File: src/hdl/wfdc_pkg.sv
// Shared types and constants of the wall-follow drive controller.
package wfdc_pkg;

    localparam int DistWidth  = 11;
    localparam int DriveWidth = 13;
    localparam int SumWidth   = 14;
    localparam int IndexWidth = 3;

    typedef logic [DistWidth-1:0]  dist_t;
    typedef logic [DriveWidth-1:0] drive_t;
    typedef logic [SumWidth-1:0]   sum_t;
    typedef logic [IndexWidth-1:0] cfg_index_t;
    typedef logic [1:0]            action_t;

    // Action codes
    localparam action_t ACT_FORWARD    = 2'd0;
    localparam action_t ACT_SPIN_RIGHT = 2'd1;
    localparam action_t ACT_SPIN_LEFT  = 2'd2;
    localparam action_t ACT_OBSTACLE   = 2'd3;

    // Register indexes
    localparam cfg_index_t REG_TARGET_DISTANCE    = 3'd0;
    localparam cfg_index_t REG_CENTER_LIMIT       = 3'd1;
    localparam cfg_index_t REG_LEFT_LIMIT         = 3'd2;
    localparam cfg_index_t REG_RIGHT_LIMIT        = 3'd3;
    localparam cfg_index_t REG_LEFT_TRACK_ENABLE  = 3'd4;
    localparam cfg_index_t REG_RIGHT_TRACK_ENABLE = 3'd5;
    localparam cfg_index_t REG_MIN_DRIVE          = 3'd6;
    localparam cfg_index_t REG_MAX_DRIVE          = 3'd7;

    // Register reset values
    localparam dist_t  RST_TARGET_DISTANCE = 11'd160;
    localparam dist_t  RST_CENTER_LIMIT    = 11'd110;
    localparam dist_t  RST_LEFT_LIMIT      = 11'd10;
    localparam dist_t  RST_RIGHT_LIMIT     = 11'd10;
    localparam drive_t RST_MIN_DRIVE       = 13'd2500;
    localparam drive_t RST_MAX_DRIVE       = 13'd4500;

    localparam drive_t NOMINAL_LEVEL = 13'd3000;
    localparam drive_t SPIN_DUTY     = 13'd3000;
    localparam drive_t IMBALANCE     = 13'd300;
    localparam drive_t DRIVE_MAX     = 13'h1FFF;
    localparam logic signed [DistWidth:0] DEADBAND = 12'sd5;

endpackage

File: src/hdl/wall_follow_drive_controller_core.sv
// Wall-follow drive controller: sample averaging, obstacle/spin checks, deadband tracking.
// Path: a request that completes a group of SAMPLES_PER_UPDATE samples passes through the
// sum register, the average register and the result register; a stalled output holds them.
// Throughput: one request per cycle while in_ready is high; one result per group.
// The average stage is a reciprocal multiply, one multiplier for each channel.
// Reset: asynchronous, active low; sums and count clear, both drive levels go to 3000,
// configuration registers take their default values and all pipeline stages empty.
module wall_follow_drive_controller_core #(
    parameter int SAMPLES_PER_UPDATE = 5
) (
    input  logic                        clk,
    input  logic                        rst_n,
    input  logic                        cfg_write,
    input  wfdc_pkg::cfg_index_t        cfg_index,
    input  wfdc_pkg::drive_t            cfg_data,
    input  logic                        in_valid,
    output logic                        in_ready,
    input  wfdc_pkg::dist_t             center_distance,
    input  wfdc_pkg::dist_t             left_distance,
    input  wfdc_pkg::dist_t             right_distance,
    output logic                        out_valid,
    input  logic                        out_ready,
    output wfdc_pkg::action_t           action,
    output wfdc_pkg::drive_t            left_duty,
    output wfdc_pkg::drive_t            right_duty
);
    import wfdc_pkg::*;

    localparam logic [2:0] FireCount = 3'(SAMPLES_PER_UPDATE % 8);
    localparam int         DivShift  = 17;
    localparam int         MultWidth = DivShift + 1;
    localparam int         ProdWidth = SumWidth + MultWidth;
    localparam logic [MultWidth-1:0] DivMult =
        MultWidth'((2 ** DivShift + SAMPLES_PER_UPDATE - 1) / SAMPLES_PER_UPDATE);

    // Configuration registers
    dist_t  target_reg, center_limit_reg, left_limit_reg, right_limit_reg;
    logic   left_en_reg, right_en_reg;
    drive_t min_drive_reg, max_drive_reg;

    // Accumulation
    logic [2:0] count_reg, count_next, count_inc;
    sum_t       c_sum_reg, l_sum_reg, r_sum_reg;
    sum_t       c_sum_next, l_sum_next, r_sum_next;
    sum_t       c_total, l_total, r_total;
    logic       fire, accept;

    // Stage 1: completed sums
    logic s1_valid_reg, s1_valid_next;
    sum_t s1_c_reg, s1_l_reg, s1_r_reg;

    // Stage 2: averages
    logic  s2_valid_reg, s2_valid_next;
    dist_t avg_c_reg, avg_l_reg, avg_r_reg;
    logic [ProdWidth-1:0] prod_c, prod_l, prod_r;

    // Levels and result
    drive_t  left_level_reg, right_level_reg, left_level_next, right_level_next;
    logic    out_valid_reg, out_valid_next;
    action_t action_reg, action_next;
    drive_t  left_duty_reg, right_duty_reg, left_duty_next, right_duty_next;

    logic out_move, s2_move, s1_move;

    // Decision terms
    logic signed [DistWidth:0] err_l, err_r;
    logic out_band_l, out_band_r;
    drive_t new_left, new_right;
    logic [DriveWidth:0] rd_sum;

    function automatic drive_t clamp_level(input drive_t level,
                                           input logic signed [DistWidth:0] err,
                                           input drive_t lo, input drive_t hi);
        logic signed [DriveWidth+1:0] v;
        logic signed [DriveWidth+1:0] r;
        v = $signed({2'b00, level}) + $signed({{3{err[DistWidth]}}, err});
        r = v;
        if (v > $signed({2'b00, hi}))
        begin
            r = $signed({2'b00, hi});
        end
        if (r < $signed({2'b00, lo}))
        begin
            r = $signed({2'b00, lo});
        end
        return r[DriveWidth-1:0];
    endfunction

    assign out_move = !out_valid_reg || out_ready;
    assign s2_move  = !s2_valid_reg || out_move;
    assign s1_move  = !s1_valid_reg || s2_move;
    assign in_ready = s1_move;
    assign accept   = in_valid && in_ready;

    assign count_inc = count_reg + 3'd1;
    assign fire      = (count_inc == FireCount);
    assign c_total   = c_sum_reg + SumWidth'(center_distance);
    assign l_total   = l_sum_reg + SumWidth'(left_distance);
    assign r_total   = r_sum_reg + SumWidth'(right_distance);

    // Divide by the group size through a reciprocal multiply
    assign prod_c = ProdWidth'(s1_c_reg) * ProdWidth'(DivMult);
    assign prod_l = ProdWidth'(s1_l_reg) * ProdWidth'(DivMult);
    assign prod_r = ProdWidth'(s1_r_reg) * ProdWidth'(DivMult);

    always_comb
    begin
        count_next = count_reg;
        c_sum_next = c_sum_reg;
        l_sum_next = l_sum_reg;
        r_sum_next = r_sum_reg;
        if (accept)
        begin
            if (fire)
            begin
                count_next = '0;
                c_sum_next = '0;
                l_sum_next = '0;
                r_sum_next = '0;
            end
            else
            begin
                count_next = count_inc;
                c_sum_next = c_total;
                l_sum_next = l_total;
                r_sum_next = r_total;
            end
        end
    end

    always_comb
    begin
        if (accept && fire)
        begin
            s1_valid_next = 1'b1;
        end
        else
        begin
            s1_valid_next = s1_valid_reg && !s2_move;
        end
        s2_valid_next  = s2_move ? s1_valid_reg : s2_valid_reg;
        out_valid_next = out_move ? s2_valid_reg : out_valid_reg;
    end

    // Decision on the averages
    always_comb
    begin
        err_l = $signed({1'b0, target_reg}) - $signed({1'b0, avg_l_reg});
        err_r = $signed({1'b0, target_reg}) - $signed({1'b0, avg_r_reg});
        out_band_l = (err_l >= DEADBAND) || (err_l <= -DEADBAND);
        out_band_r = (err_r >= DEADBAND) || (err_r <= -DEADBAND);

        new_left  = left_level_reg;
        new_right = right_level_reg;
        if (out_band_l && left_en_reg)
        begin
            new_left = clamp_level(left_level_reg, err_l, min_drive_reg, max_drive_reg);
        end
        else if (out_band_r && right_en_reg)
        begin
            new_right = clamp_level(right_level_reg, err_r, min_drive_reg, max_drive_reg);
        end
        else
        begin
            new_right = left_level_reg;
        end
        rd_sum = {1'b0, new_left} + {1'b0, IMBALANCE};

        left_level_next  = left_level_reg;
        right_level_next = right_level_reg;
        action_next      = action_reg;
        left_duty_next   = left_duty_reg;
        right_duty_next  = right_duty_reg;
        if (out_move && s2_valid_reg)
        begin
            priority if (avg_c_reg < center_limit_reg)
            begin
                left_level_next  = NOMINAL_LEVEL;
                right_level_next = NOMINAL_LEVEL;
                action_next      = ACT_OBSTACLE;
                left_duty_next   = '0;
                right_duty_next  = '0;
            end
            else if (avg_l_reg < left_limit_reg)
            begin
                action_next     = ACT_SPIN_RIGHT;
                left_duty_next  = SPIN_DUTY;
                right_duty_next = SPIN_DUTY;
            end
            else if (avg_r_reg < right_limit_reg)
            begin
                action_next     = ACT_SPIN_LEFT;
                left_duty_next  = SPIN_DUTY;
                right_duty_next = SPIN_DUTY;
            end
            else
            begin
                left_level_next  = new_left;
                right_level_next = new_right;
                action_next      = ACT_FORWARD;
                left_duty_next   = (new_right >= IMBALANCE) ? new_right - IMBALANCE : '0;
                right_duty_next  = rd_sum[DriveWidth] ? DRIVE_MAX : rd_sum[DriveWidth-1:0];
            end
        end
    end

    always_ff @(posedge clk or negedge rst_n)
    begin
        if (!rst_n)
        begin
            target_reg       <= RST_TARGET_DISTANCE;
            center_limit_reg <= RST_CENTER_LIMIT;
            left_limit_reg   <= RST_LEFT_LIMIT;
            right_limit_reg  <= RST_RIGHT_LIMIT;
            left_en_reg      <= 1'b1;
            right_en_reg     <= 1'b1;
            min_drive_reg    <= RST_MIN_DRIVE;
            max_drive_reg    <= RST_MAX_DRIVE;
        end
        else if (cfg_write)
        begin
            unique case (cfg_index)
                REG_TARGET_DISTANCE:    target_reg       <= cfg_data[DistWidth-1:0];
                REG_CENTER_LIMIT:       center_limit_reg <= cfg_data[DistWidth-1:0];
                REG_LEFT_LIMIT:         left_limit_reg   <= cfg_data[DistWidth-1:0];
                REG_RIGHT_LIMIT:        right_limit_reg  <= cfg_data[DistWidth-1:0];
                REG_LEFT_TRACK_ENABLE:  left_en_reg      <= cfg_data[0];
                REG_RIGHT_TRACK_ENABLE: right_en_reg     <= cfg_data[0];
                REG_MIN_DRIVE:          min_drive_reg    <= cfg_data;
                REG_MAX_DRIVE:          max_drive_reg    <= cfg_data;
                default:                target_reg       <= target_reg;
            endcase
        end
    end

    always_ff @(posedge clk or negedge rst_n)
    begin
        if (!rst_n)
        begin
            count_reg       <= '0;
            c_sum_reg       <= '0;
            l_sum_reg       <= '0;
            r_sum_reg       <= '0;
            s1_valid_reg    <= 1'b0;
            s2_valid_reg    <= 1'b0;
            out_valid_reg   <= 1'b0;
            left_level_reg  <= NOMINAL_LEVEL;
            right_level_reg <= NOMINAL_LEVEL;
        end
        else
        begin
            count_reg       <= count_next;
            c_sum_reg       <= c_sum_next;
            l_sum_reg       <= l_sum_next;
            r_sum_reg       <= r_sum_next;
            s1_valid_reg    <= s1_valid_next;
            s2_valid_reg    <= s2_valid_next;
            out_valid_reg   <= out_valid_next;
            left_level_reg  <= left_level_next;
            right_level_reg <= right_level_next;
        end
    end

    // Payload registers
    always_ff @(posedge clk)
    begin
        if (accept && fire)
        begin
            s1_c_reg <= c_total;
            s1_l_reg <= l_total;
            s1_r_reg <= r_total;
        end
        if (s2_move)
        begin
            avg_c_reg <= prod_c[DivShift +: DistWidth];
            avg_l_reg <= prod_l[DivShift +: DistWidth];
            avg_r_reg <= prod_r[DivShift +: DistWidth];
        end
        action_reg     <= action_next;
        left_duty_reg  <= left_duty_next;
        right_duty_reg <= right_duty_next;
    end

    assign out_valid  = out_valid_reg;
    assign action     = action_reg;
    assign left_duty  = left_duty_reg;
    assign right_duty = right_duty_reg;

endmodule

File: config.mk
export PLATFORM = sky130hd
export DESIGN_NAME = wall_follow_drive_controller_core
export DESIGN_NICKNAME = d
export VERILOG_FILES = /design/src/hdl/wfdc_pkg.sv /design/src/hdl/wall_follow_drive_controller_core.sv
export SDC_FILE = /design/constraint.sdc
export NUM_CORES = 1
export LEC_CHECK = 0
export CORE_MARGIN = 4
export CORE_UTILIZATION = 40
export DETAILED_ROUTE_END_ITERATION = 6
export DONT_BUFFER_PORTS = 1
export PLACE_DENSITY_LB_ADDON = 0.15
export SLEW_MARGIN = 10
export SYNTH_ARGS = -nofsm -noshare
export SYNTH_HDL_FRONTEND = slang
export SYNTH_SLANG_ARGS = --single-unit
File: constraint.sdc
create_clock -name clk -period 24.4 [get_ports clk]
set_input_delay 4.88 -clock clk [delete_from_list [all_inputs] [get_ports clk]]
set_output_delay 4.88 -clock clk [all_outputs]
set_load 0.03 [all_outputs]
Word level (Yosys, flattened, before mapping)
Cells that the tools add are included.
{"block": "totals", "reg_bits": 249, "inputBits": 54, "out_inout_bits": 30, "wordCells": 122}
{"block": "classes", "addsub": 10, "mul": 3, "magnitude_cmp": 12, "eq_ne": 10, "mux": 29, "bitwise": 1, "n_reduce_logical": 28}
{"operator": "$mux W13", "count": 12}
{"operator": "$mul A14 B15 Y28 const B", "count": 3}
{"operator": "$mux W15", "count": 5}
{"operator": "$mux W12", "count": 5}
{"operator": "$add A14 B11 Y14", "count": 3}
{"operator": "$mux W14", "count": 3}
{"operator": "$lt A11 B11 Y1", "count": 3}
{"operator": "$add A14 B12 Y15", "count": 2}
{"operator": "$gt A15 B14 Y1", "count": 2}
{"operator": "$lt A15 B14 Y1", "count": 2}
{"operator": "$ge A12 B4 Y1 const B", "count": 2}
{"operator": "$le A12 B4 Y1 const B", "count": 2}
{"operator": "$sub A11 B11 Y12", "count": 2}
{"operator": "$reduce_and A2 Y1", "count": 8}
{"operator": "$eq A3 B3 Y1 const B", "count": 5}
{"operator": "$add A13 B9 Y14 const B", "count": 1}
{"operator": "$ge A13 B9 Y1 const B", "count": 1}
{"operator": "$sub A13 B9 Y13 const B", "count": 1}
{"operator": "$eq A3 B2 Y1 const B", "count": 2}
{"operator": "$logic_and A1 B1 Y1", "count": 6}
{"operator": "$logic_or A1 B1 Y1", "count": 5}
{"operator": "$logic_not A1 Y1", "count": 4}
{"operator": "$mux W2", "count": 2}
{"operator": "$ne A2 B2 Y1 const B", "count": 2}
{"operator": "10 further kinds", "count": 10}

Logic depth before layout (Yosys ltp)
{"block": "depth", "depth_word": 14, "depth_mapped": 43, "depth_no_buf": 41}

Least setup slack after synthesis
Ideal clock, no wire load.
{"block": "synth_timing", "path_kind": "in2out", "from": "input port out_ready", "to": "output port in_ready", "arrival_ps": 5317, "t_required_ps": 19520, "path_slack_ps": 14203, "stages": 2, "n_path_buf": 0, "cell_sequence": "nor2b_1 -> nand3_1"}
{"block": "synth_via", "elab_chain_len": 3}
{"item": "from (decl)", "line_no": "wall_follow_drive_controller_core.sv:22", "rtl": "input logic out_ready,"}
{"item": "$logic_or A1 B1 Y1", "line_no": "wall_follow_drive_controller_core.sv:89", "rtl": "assign out_move = !out_valid_reg || out_ready;"}
{"item": "$logic_or A1 B1 Y1", "line_no": "wall_follow_drive_controller_core.sv:90", "rtl": "assign s2_move = !s2_valid_reg || out_move;"}
{"item": "$logic_or A1 B1 Y1", "line_no": "wall_follow_drive_controller_core.sv:91", "rtl": "assign s1_move = !s1_valid_reg || s2_move;"}
{"item": "to (decl)", "line_no": "wall_follow_drive_controller_core.sv:17", "rtl": "output logic in_ready,"}
Every way passes these cells.

Final worst setup path
{"block": "layout_timing", "from": "register target_reg[0]", "to": "register left_duty_reg[3] (netlist: left_duty[3]) (data pin)"}
{"block": "layout_via", "elab_chain_len": 14, "word_cells_on_any_way": 24, "cone_classes": "add/sub: 4; order compare: 7; mux: 9; reduce/logical: 4"}
{"item": "from (decl)", "line_no": "wall_follow_drive_controller_core.sv:37", "rtl": "dist_t target_reg, center_limit_reg, left_limit_reg, right_limit_reg;"}
{"item": "from (signal assigned)", "line_no": "wall_follow_drive_controller_core.sv:223", "rtl": "REG_TARGET_DISTANCE: target_reg <= cfg_data[DistWidth-1:0];"}
{"item": "from (signal assigned)", "line_no": "wall_follow_drive_controller_core.sv:231", "rtl": "default: target_reg <= target_reg;"}
{"item": "$sub A11 B11 Y12", "line_no": "wall_follow_drive_controller_core.sv:149", "rtl": "err_r = $signed({1'b0, target_reg}) - $signed({1'b0, avg_r_reg});"}
{"item": "$add A14 B12 Y15", "line_no": "wall_follow_drive_controller_core.sv:76", "rtl": "v = $signed({2'b00, level}) + $signed({{3{err[DistWidth]}}, err});"}
{"item": "$gt A15 B14 Y1", "line_no": "wall_follow_drive_controller_core.sv:78", "rtl": "if (v > $signed({2'b00, hi}))"}
{"item": "$mux W15", "line_no": "wall_follow_drive_controller_core.sv:78"}
{"item": "$mux W15", "line_no": "wall_follow_drive_controller_core.sv:159", "rtl": "else if (out_band_r && right_en_reg)"}
{"item": "$mux W15", "line_no": "wall_follow_drive_controller_core.sv:155", "rtl": "if (out_band_l && left_en_reg)"}
{"item": "$lt A15 B14 Y1", "line_no": "wall_follow_drive_controller_core.sv:82", "rtl": "if (r < $signed({2'b00, lo}))"}
{"item": "$mux W13", "line_no": "wall_follow_drive_controller_core.sv:82"}
{"item": "$mux W13", "line_no": "wall_follow_drive_controller_core.sv:159"}
{"item": "$mux W13 (*)", "line_no": "wall_follow_drive_controller_core.sv:155"}
{"item": "$sub A13 B9 Y13 / $ge A13 B9 Y1 (equally long branches)", "line_no": "wall_follow_drive_controller_core.sv:201", "rtl": "left_duty_next = (new_right >= IMBALANCE) ? new_right - IMBALANCE : '0;"}
{"item": "$mux W12 (*)", "line_no": "wall_follow_drive_controller_core.sv:201"}
{"item": "$mux W12 (*)", "line_no": "wall_follow_drive_controller_core.sv:190", "rtl": "else if (avg_r_reg < right_limit_reg)"}
{"item": "$mux W12 (*)", "line_no": "wall_follow_drive_controller_core.sv:184", "rtl": "else if (avg_l_reg < left_limit_reg)"}
{"item": "to (signal assigned)", "line_no": "wall_follow_drive_controller_core.sv:280", "rtl": "left_duty_reg <= left_duty_next;"}
{"item": "to (decl)", "line_no": "wall_follow_drive_controller_core.sv:61", "rtl": "drive_t left_duty_reg, right_duty_reg, left_duty_next, right_duty_next;"}
Every way passes the cells marked *; elsewhere a longest branch is shown, timed or not. The select of a mux whose other input is x is not followed.
A chain may end at the register's enable or synchronous reset.

==> flow_summary.ini <==
[outcome]
status = complete, no violations

[critical_path]
slowest_stage = nor3_2
required_ns = 24.69
path_common_cell = a21o_1
crit_path_max_incr_delay_ns = 0.79
endpoint_kind = flip-flop
crit_fanout = 14
worstPathArrival_ns = 10.75
crit_path_start_kind = flip-flop
crit_type = reg2reg
r2r.worst_path.cells = 40

[timing]
drv_slew = 0
fin_crit_sh_pct = 42.87
fmax_mhz = 95.60
hold_violations = 0
rsz0062_at_grt = false
relSlewSlack_pct = 27.89
fin_crit_ns = 10.46
setup_viol = 0
setup_tns_ns = 0
clock_skew_ns = 0.009146
worstMarginPinSlew_ns = 1.070

[synthesis]
synth_edf_count = 103
synthesis.nets = 3191
synthFlopType = dfrtp_1
ys_types = 91
yosysTopAreaCellShare_pct = 22.37
synth_area_um2 = 25680
avgSynthCellArea_um2 = 10.31
synthCells = 2491
ys_warn_count = 0
async_flop_share_pct = 58.63
synth.area.top_cells = ha_1 22%, fa_1 15%, edfxtp_1 12%, dfrtp_1 11%, inv_1 6.2%
synth_area_leader_cell = ha_1
synth_seq_area_share_pct = 26.46
synth-seq-cells = 249

[clocking]
cts.sinks = 249
root_buffer = clkbuf_16
cts_setup_buffers = 0
path_clk_slew_ns = 0.06
cts_hold_buf = 0
cts_buffers = 30
ctsLongestPathBuffers = 3
clock_latency_ns = 0.58
cts_tree = done
postCtsResizedCells = 0
htree_levels = 1

[cells_and_area]
drive_above_1_share_pct = 8.870
syn_to_final_growth_pct = 7.646
regArea_um2 = 6793
final_nets = 3190
multi_input_area_um2 = 17100
nFillCells = 6114

[die]
die_width_um = 261.4
fp.dieH_um = 261.4
row_count = 92
io_pins = 84
die_area_um2 = 68310
start_util_pct = 40.56
coreArea_um2 = 63310

[global_route]
grt_pass1_vias = 18772
top_usage_layer = met2
grt_max_degree = 147
use_met1_pct = 25.68
use_met2_pct = 31.88
grt.total_usage_pct = 18.86
grt_util_met3_pct = 2.456
grt_pass1_wl_um = 102600
antenna_found_initial = 1
grt_overflow = 0

[route]
viasPerCell = 5.241
wl_um = 62830
dr_total_vias = 17614
routedWlPerCell_um = 18.69
ant_nets = 0
drtPass1Iterations = 5
drc = 0
drtIter0Drc = 891

[worst_hold_path]
min_path_type = reg2reg
min_path_cells = 1

[place]
dp_hpwl_um = 51770
io_buffers = 0
globalplace.congestion = 0.9505

[run]
drv_cap = 0
-- worst paths after layout --
path | start | endpoint | slack, ns
worst max-delay path | target_reg[0] | left_duty[3] | 13.94
worst min-delay path | s1_valid_reg | s2_valid_reg | 0.47
worst max register to register | target_reg[0] | left_duty[3] | 13.94
worst min register to register | s1_valid_reg | s2_valid_reg | 0.47
max in group asynchronous | rst_n | l_sum_reg[10] | 20.09
min in group asynchronous | rst_n | max_drive_reg[11] | 4.01
-- worst max-delay path: cells and delay by family (launching register included) --
| kind | cells | cell delay [ns] |
|---|---|---|
| compound gates | 20 | 4.99 |
| xor+xnor | 2 | 0.36 |
| fa+ha+maj | 5 | 1.53 |
| buf+inv | 2 | 0.14 |
| flops | 1 | 0.36 |
| mux | 3 | 1.09 |
| simple gates | 8 | 1.67 |
-- synth_stat cells (all sizes together) (7+ instances only) --
cell     number
a22o         38
a22oi         9
nand2b       21
inv         424
a221oi       14
o22ai        14
a21o         71
a211oi       24
dfrtp       109
nand3        25
nand4        14
mux2         75
fa          187
o211ai       10
nor2        109
clkbuf       34
nor3b        13
and2         13
a31oi         9
mux2i        15
edfxtp      103
xnor2        80
nand2       105
nor3         28
buf          13
o21ai       118
a21boi        9
or3           9
o31ai        17
o21a         31
and3         11
nor2b        21
a2bb2oi      14
dfstp        37
a21oi        90
or2          12
ha          459
xor2         27
o21bai        7
-- layout by cell type, fill, tap and decap left out, types with 14 or more instances in the layout --
master	Yosys	routed
nor2b_1	21	21
a22o_1	38	38
inv_1	424	424
edfxtp_1	103	103
mux2i_1	15	15
a21oi_1	88	88
buf_4	2	14
nand3_1	25	25
dfstp_2	37	37
a211oi_1	22	22
fa_1	187	187
nand2b_1	21	21
mux2_2	75	75
nor3_1	26	26
o21ai_0	114	114
xor2_1	27	27
nand4_1	14	14
xnor2_1	80	80
ha_1	459	459
nor2_1	109	107
a21o_1	71	71
o21a_1	31	31
nand2_1	104	103
clkbuf_16	0	31
dfrtp_1	109	109
-- metrics by stage --
step                      utilization (%)  hold WS [ns]  instance area, µm²  cells  setup WS [ns]
after floorplan                         -        0.4355               25680   2491          14.20
after global placement              42.09        0.4566               26650   3304          14.17
after detailed placement            42.09        0.4552               26650   3304          13.94
after CTS                           43.65        0.4704               27640   3360          13.90
after global routing                43.65        0.4982               27640   3360          12.95
final                               43.66        0.4654               27640   3361          13.94
-- final cells by class --
cell class                 count  area share, %
multi-input combinational   1770          61.85
inverter                     425          5.772
clock inverter                22         0.6609
timing repair buffer          14         0.3803
tap                          846          3.830
sequential                   249          24.58
antenna                        1       0.009054
clock buffer                  34          2.920
-- cells by family (layout without fill, tap and decap cells) --
kind of cell | count (synthesis) | in the layout | share of synthesized area, %
and+or+nand+nor | 408 | 408 | 8.011
DFF | 249 | 249 | 26.46
other | 0 | 1 | 0
xor gates and xnor gates | 107 | 107 | 3.650
buffers and inverters | 472 | 495 | 7.076
adders and majority gates | 646 | 646 | 36.95
AOI/OAI and AO/OA | 519 | 519 | 13.99
muxes | 90 | 90 | 3.874
-- routing by layer --
layer | wire, µm | vias up
met5 | 0 | -
met4 | 1960 | 0
met3 | 2363 | 93
met2 | 29550 | 299
met1 | 28960 | 8558
li1 | - | 8664
Power is left out: the tool's default activity adds up to more than one toggle a clock period on the data nets, which glitch-free logic cannot reach.
